## config.mk

```make
export PLATFORM = sky130hd
export DESIGN_NAME = scancode_set1_to_ascii
export DESIGN_NICKNAME = d
export VERILOG_FILES = /design/src/rtl/scs1_pkg.sv /design/src/rtl/scs1_decode.sv /design/src/rtl/scancode_set1_to_ascii.sv
export SDC_FILE = /design/constraint.sdc
export NUM_CORES = 1
export LEC_CHECK = 0
export ABC_AREA = 1
export BUFFER_PORTS_ARGS = -buffer_cell sky130_fd_sc_hd__clkbuf_2
export CORE_ASPECT_RATIO = 2
export CORE_MARGIN = 5
export CORE_UTILIZATION = 50
export CTS_CLUSTER_SIZE = 28
export DETAILED_ROUTE_END_ITERATION = 12
export HOLD_SLACK_MARGIN = 0.05
export PLACE_DENSITY = 0.79
export SYNTH_ARGS = -nofsm -noshare
export SYNTH_HDL_FRONTEND = slang
export SYNTH_HIERARCHICAL = 1
export SYNTH_SLANG_ARGS = --single-unit
export TNS_END_PERCENT = 10
```

## constraint.sdc

```tcl
create_clock -name clk -period 3 [get_ports clk]
set_clock_uncertainty 0.1 [all_clocks]
set_input_delay 0.6 -clock clk [delete_from_list [all_inputs] [get_ports clk]]
set_output_delay 0.6 -clock clk [all_outputs]
set_load 0.01 [all_outputs]
```

## src/rtl/scs1_pkg.sv

```systemverilog
package scs1_pkg;

  localparam logic [7:0] PREFIX_CODE       = 8'hE0;
  localparam logic [6:0] KEY_CTRL          = 7'h1D;
  localparam logic [6:0] KEY_LSHIFT        = 7'h2A;
  localparam logic [6:0] KEY_RSHIFT        = 7'h36;
  localparam logic [6:0] KEY_ALT           = 7'h38;
  localparam logic [6:0] KEY_CAPS          = 7'h3A;
  localparam logic [6:0] KEY_FIRST_UNSUPP  = 7'h3B;
  localparam logic [6:0] KEY_LAST_SHIFT_ON = 7'h0E;
  localparam int         ROM_DEPTH         = 59;

  // Unshifted column of the key ROM.
  localparam logic [6:0] ROM_LO [ROM_DEPTH] = '{
    7'h00, 7'h1B, 7'h31, 7'h32, 7'h33, 7'h34, 7'h35, 7'h36, 7'h37, 7'h38,
    7'h39, 7'h30, 7'h2D, 7'h3D, 7'h08, 7'h09, 7'h71, 7'h77, 7'h65, 7'h72,
    7'h74, 7'h79, 7'h75, 7'h69, 7'h6F, 7'h70, 7'h5B, 7'h5D, 7'h0D, 7'h00,
    7'h61, 7'h73, 7'h64, 7'h66, 7'h67, 7'h68, 7'h6A, 7'h6B, 7'h6C, 7'h3B,
    7'h27, 7'h60, 7'h00, 7'h5C, 7'h7A, 7'h78, 7'h63, 7'h76, 7'h62, 7'h6E,
    7'h6D, 7'h2C, 7'h2E, 7'h2F, 7'h00, 7'h2A, 7'h00, 7'h20, 7'h00
  };

  // Shifted column of the key ROM.
  localparam logic [6:0] ROM_HI [ROM_DEPTH] = '{
    7'h00, 7'h1B, 7'h21, 7'h40, 7'h23, 7'h24, 7'h25, 7'h5E, 7'h26, 7'h2A,
    7'h28, 7'h29, 7'h5F, 7'h2B, 7'h08, 7'h09, 7'h51, 7'h57, 7'h45, 7'h52,
    7'h54, 7'h59, 7'h55, 7'h49, 7'h4F, 7'h50, 7'h7B, 7'h7D, 7'h0D, 7'h00,
    7'h41, 7'h53, 7'h44, 7'h46, 7'h47, 7'h48, 7'h4A, 7'h4B, 7'h4C, 7'h3A,
    7'h22, 7'h7E, 7'h00, 7'h7C, 7'h5A, 7'h58, 7'h43, 7'h56, 7'h42, 7'h4E,
    7'h4D, 7'h3C, 7'h3E, 7'h3F, 7'h00, 7'h2A, 7'h00, 7'h20, 7'h00
  };

  typedef struct packed {
    logic prefix;
    logic ctrl;
    logic shift;
    logic alt;
    logic caps;
  } kbd_state_t;

  typedef struct packed {
    logic       char_valid;
    logic [6:0] ascii_char;
    logic       unknown_key;
  } key_result_t;

  function automatic logic [6:0] rom_lookup(input logic [5:0] idx, input logic sh);
    logic [6:0] c;
    c = 7'h00;
    if (idx < 6'(ROM_DEPTH)) begin
      c = sh ? ROM_HI[idx] : ROM_LO[idx];
    end
    return c;
  endfunction

endpackage

```

## src/rtl/scs1_decode.sv

```systemverilog
module scs1_decode
  import scs1_pkg::*;
(
  input  logic [7:0]  scan_byte,
  input  kbd_state_t  state_cur,
  output kbd_state_t  state_nxt,
  output key_result_t result
);

  logic [6:0] low7;
  logic       ext;
  logic       supported;
  logic       shift_only;
  logic       sh;
  logic [6:0] c;

  assign low7 = scan_byte[6:0];
  assign ext  = state_cur.prefix;

  always_comb begin
    shift_only = (low7 < KEY_LAST_SHIFT_ON) ||
                 (low7 inside {7'h29, 7'h1A, 7'h1B, 7'h2B, 7'h27, 7'h28,
                               7'h33, 7'h34, 7'h35});
    shift_only = shift_only && !ext;
    sh = shift_only ? state_cur.shift : (state_cur.shift ^ state_cur.caps);
    c  = rom_lookup(low7[5:0], sh);
    supported = ext ? (low7 == KEY_CTRL || low7 == KEY_ALT)
                    : (low7 != 7'h00 && low7 < KEY_FIRST_UNSUPP);
  end

  always_comb begin
    state_nxt = state_cur;
    result    = '0;
    if (scan_byte == PREFIX_CODE) begin
      state_nxt.prefix = 1'b1;
    end else begin
      state_nxt.prefix = 1'b0;
      if (scan_byte[7]) begin
        // Break code: release modifiers only.
        if (low7 == KEY_CTRL) begin
          state_nxt.ctrl = 1'b0;
        end else if (!ext && (low7 == KEY_LSHIFT || low7 == KEY_RSHIFT)) begin
          state_nxt.shift = 1'b0;
        end else if (low7 == KEY_ALT) begin
          state_nxt.alt = 1'b0;
        end
      end else if (supported) begin
        if (c != 7'h00) begin
          result.char_valid = 1'b1;
          result.ascii_char = c;
        end else if (low7 == KEY_CTRL) begin
          state_nxt.ctrl = 1'b1;
        end else if (low7 == KEY_LSHIFT || low7 == KEY_RSHIFT) begin
          state_nxt.shift = 1'b1;
        end else if (low7 == KEY_ALT) begin
          state_nxt.alt = 1'b1;
        end else if (low7 == KEY_CAPS) begin
          state_nxt.caps = !state_cur.caps;
        end
      end else begin
        result.unknown_key = 1'b1;
      end
    end
  end

endmodule

```

## src/rtl/scancode_set1_to_ascii.sv

```systemverilog
// Scan code set 1 to ASCII decoder.
// Input channel: in_valid / in_ready carry one raw keyboard byte per
// transaction on in_scan_byte (0xE0 is the extended prefix).
// Output channel: out_valid / out_ready carry exactly one result per input
// transaction: the character (out_char_valid, out_ascii_char), an
// unknown-key flag and the ctrl, shift, alt and caps-lock state after the
// byte.
// out_valid rises when the decoded byte reaches the result register: an
// input register, then the decode into the result register.
// Throughput: one transaction per cycle while out_ready is high, set by the
// single decode stage that reads and updates the modifier flags.
// Reset (rst_n low, synchronous): both stages empty, prefix and all
// modifier flags cleared.
// Stall: when out_ready is low the result holds; the input register still
// takes one more byte, then in_ready drops until the result is taken.
module scancode_set1_to_ascii
  import scs1_pkg::*;
(
  input  logic       clk,
  input  logic       rst_n,
  input  logic       in_valid,
  output logic       in_ready,
  input  logic [7:0] in_scan_byte,
  output logic       out_valid,
  input  logic       out_ready,
  output logic       out_char_valid,
  output logic [6:0] out_ascii_char,
  output logic       out_unknown_key,
  output logic       out_ctrl_down,
  output logic       out_shift_down,
  output logic       out_alt_down,
  output logic       out_caps_on
);

  logic        s1_valid_r;
  logic [7:0]  s1_byte_r;
  kbd_state_t  state_r;
  kbd_state_t  state_nxt;
  key_result_t result;
  key_result_t res_r;
  kbd_state_t  out_state_r;
  logic        out_valid_r;
  logic        out_free;
  logic        s1_adv;

  // Result register frees up when empty or being taken this cycle.
  assign out_free = !out_valid_r || out_ready;
  assign s1_adv   = s1_valid_r && out_free;
  assign in_ready = !s1_valid_r || out_free;

  scs1_decode u_decode (
    .scan_byte (s1_byte_r),
    .state_cur (state_r),
    .state_nxt (state_nxt),
    .result    (result)
  );

  // Input register: load on every accepted transaction.
  always_ff @(posedge clk) begin
    if (!rst_n) begin
      s1_valid_r <= 1'b0;
    end else if (in_ready) begin
      s1_valid_r <= in_valid;
    end
  end

  always_ff @(posedge clk) begin
    if (in_valid && in_ready) begin
      s1_byte_r <= in_scan_byte;
    end
  end

  // Advance the flags only when the byte moves into the result register.
  always_ff @(posedge clk) begin
    if (!rst_n) begin
      state_r <= '0;
    end else if (s1_adv) begin
      state_r <= state_nxt;
    end
  end

  always_ff @(posedge clk) begin
    if (!rst_n) begin
      out_valid_r <= 1'b0;
    end else if (out_free) begin
      out_valid_r <= s1_valid_r;
    end
  end

  always_ff @(posedge clk) begin
    if (s1_adv) begin
      res_r       <= result;
      out_state_r <= state_nxt;
    end
  end

  assign out_valid       = out_valid_r;
  assign out_char_valid  = res_r.char_valid;
  assign out_ascii_char  = res_r.ascii_char;
  assign out_unknown_key = res_r.unknown_key;
  assign out_ctrl_down   = out_state_r.ctrl;
  assign out_shift_down  = out_state_r.shift;
  assign out_alt_down    = out_state_r.alt;
  assign out_caps_on     = out_state_r.caps;

endmodule
```

==> metrics.cfg <==
[synth]
synth_edf_count = 21
synth_fa_ha_area_share_pct = 6.45
synthMuxAreaShare_pct = 0
syn_area_mm2 = 0.00271
synthCells = 402
synth_top_family_by_area = simple AND/OR/NAND/NOR gates
ys_dominant_reg_cell = edfxtp_1
async_reset_ff_share_pct = 0
ys.warnings.count = 6
ys_types = 38
synth_nets = 428
ys_seq_area_share_pct = 28.4
yosys.area_share.simple_pct = 40.2
syn_area_per_cell_um2 = 6.75
ys_ff_latch = 28
synth_compound_area_share_pct = 14.0
synth_xor_area_share_pct = 0.323

[setup_path]
crit_arrival_ns = 2.88
worstPathMaxFanout = 9
crit_chain = buf_4, ha_1, nand2_1, inv_1, nand2_1, nand3_1, nand2_2, nand3_4, nand3_2, nand3_1, nand2_2, nand2_2, nor2_4, nand2_2, o22ai_2, inv_1, nand3_2, nand2_1, nor2_1
cp.required_ns = 3.11
cp_num_buf_inv = 3
critPathTopFamily = simple AND/OR/NAND/NOR gates
slowest_delay_ns = 0.41
setup.worst_path.end_class = register
start_kind = register
path_common_cell = nand2_2
crit_type = register to register
cp_slowest_cell = edfxtp_1

[power]
pwr_density_cell_mw_per_mm2 = 351
leakagePower_nw = 1.46
vdd_ir_drop_max_mv = 0.413

[placement]
io_buffers = 26
gp_congestion = 1.00
dp_hpwl_um = 6780

[run_status]
status = finished, final reports clean

[floorplanning]
core_mm2 = 0.00537
die_h_um = 114
rows = 38
ios = 27
start_util_pct = 50.5
dieWidth_um = 62.1
die_area_mm2 = 0.00709

[layout]
layout_common_cells = nand2_1 (122), inv_1 (39), nand3_1 (39), nor2_1 (27), clkbuf_2 (26)
fillers = 531
nets = 458
area_growth_pct = 9.77
diodes = 0
final_common_cell = nand2_1
final_layout_size_suffix_gt1_share_pct = 20.6

[sta]
period_share_pct = 92.2
relSlewSlack_pct = 67.1
whs_ns = 0.387
rsz0062_at_grt = false
hold_viol = 0
worstMarginPinSlew_ns = 0.493
setup_viol = 0
tns_ns = 0
slew_viol_final = 0
fmax_mhz = 362
fin_crit_ns = 2.77

[clock_network]
cts.sinks = 28
clk_latency_ns = 0.27
clk_pin_slew_ns = 0.09
cts_buffer_depth = 2
cts_root_buf = clkbuf_8
cts_tree = done
cts_buffers = 3
ctsHtreeMaxLevel = 1

[detailed_routing]
viasPerCell = 5.87
dr.pass1.iters = 5
drt-initial-drc-count = 201
ant_nets = 0
wl_per_cell_um = 17.5
route.vias.total = 2881
drt_wl_total_um = 8580
drc = 0

[grt]
grt_pass1_vias = 2844
antenna_found_initial = 0
grt_first_pass_wirelength_um = 14000
gr-total-overflow = 0
track_usage_pct = 27.0
grt_max_degree = 34

[min_path]
hold_class = register to register

[flow_run]
drv_cap = 0

flip-flops by register name (all words and copies together) (netlist names):
signal,cells
out_unknown_key,1
s1_valid_r,1
out_alt_down,1
out_valid,1
out_ascii_char,7
s1_byte_r,8
out_shift_down,1
out_char_valid,1
out_caps_on,1
state_r,5
out_ctrl_down,1
worst min-delay path, stage by stage, from the launching register on:
cell and delay (ns):
dfxtp_1 0.33, a21oi_1 0.04, nor2_1 0.08
power breakdown:
| part | switching [mW] | internal, mW |
|---|---|---|
| Clock | 0.105 | 0.0951 |
| Sequential | 0.0231 | 0.442 |
| Combinational | 0.255 | 0.126 |
final timing paths:
path	from	endpoint	slack, ns	depth (start not counted)
min reg2reg	state_r[1]$_SDFFE_PN0P_	state_r[1]$_SDFFE_PN0P_	0.39	2
max	s1_byte_r[1]$_DFFE_PP_	state_r[2]$_SDFFE_PN0P_	0.23	19
min	state_r[1]$_SDFFE_PN0P_	state_r[1]$_SDFFE_PN0P_	0.39	2
max reg2reg	s1_byte_r[1]$_DFFE_PP_	state_r[2]$_SDFFE_PN0P_	0.23	19
cells by family (layout without fill, tap and decap cells):
| kind of cell | count (synthesis) | in the layout |
|---|---|---|
| AO/OA/AOI/OAI | 65 | 65 |
| adder cells (fa/ha/maj) | 14 | 14 |
| XOR/XNOR | 1 | 1 |
| flip-flops | 28 | 28 |
| AND/OR/NAND/NOR | 230 | 230 |
| buffers and inverters | 64 | 93 |
what timing repair did:
item / 4_1_cts / 5_1_grt
endpoints found under the setup margin: 0 / 4
hold buffers: 0 / 0
buffers inserted: 0 / 2
gates resized for setup: 0 / 4
cells in the mapped netlist (9+ instances only):
master,n,area share [%]
edfxtp_1,21,23
nand3_1,39,7.2
a21oi_1,24,4.4
o21ai_0,12,2.2
nand2_2,9,2.1
nor2_1,27,3.7
nand2_1,122,17
ha_1,14,6.5
inv_1,40,5.5
o21ai_1,11,2.0
metal layers:
metal | GRT usage, % | routed length [um] | vias up
li1 | - | - | 1379
met1 | 28.4 | 2850 | 1306
met2 | 47.6 | 4730 | 140
met3 | 1.69 | 348 | 56
met4 | 18.3 | 658 | 0
met5 | 0 | 0 | -
final cells by class:
type	count	area, um2	share of cell area [%]
Sequential cell	28	771	25.9
Multi-Input combinational cell	310	1660	55.7
Clock buffer	4	45.0	1.51
Tap cell	60	75.1	2.52
Inverter	48	185	6.22
Timing Repair Buffer	41	243	8.15
stage by stage:
stage                     worst slack [ns]  std cells  util, %  power, mW  cell area [um2]
after global routing               0.00399        491     55.4       1.11             2980
final                                0.235        491     55.4       1.05             2980
after CTS                            0.230        489     55.0       1.04             2960
after detailed placement             0.252        485     54.2      0.841             2910
after floorplan                      0.424        402        -      0.737             2710
after global placement               0.310        485     54.2      0.837             2910
Power figures use the tool's default switching activity.
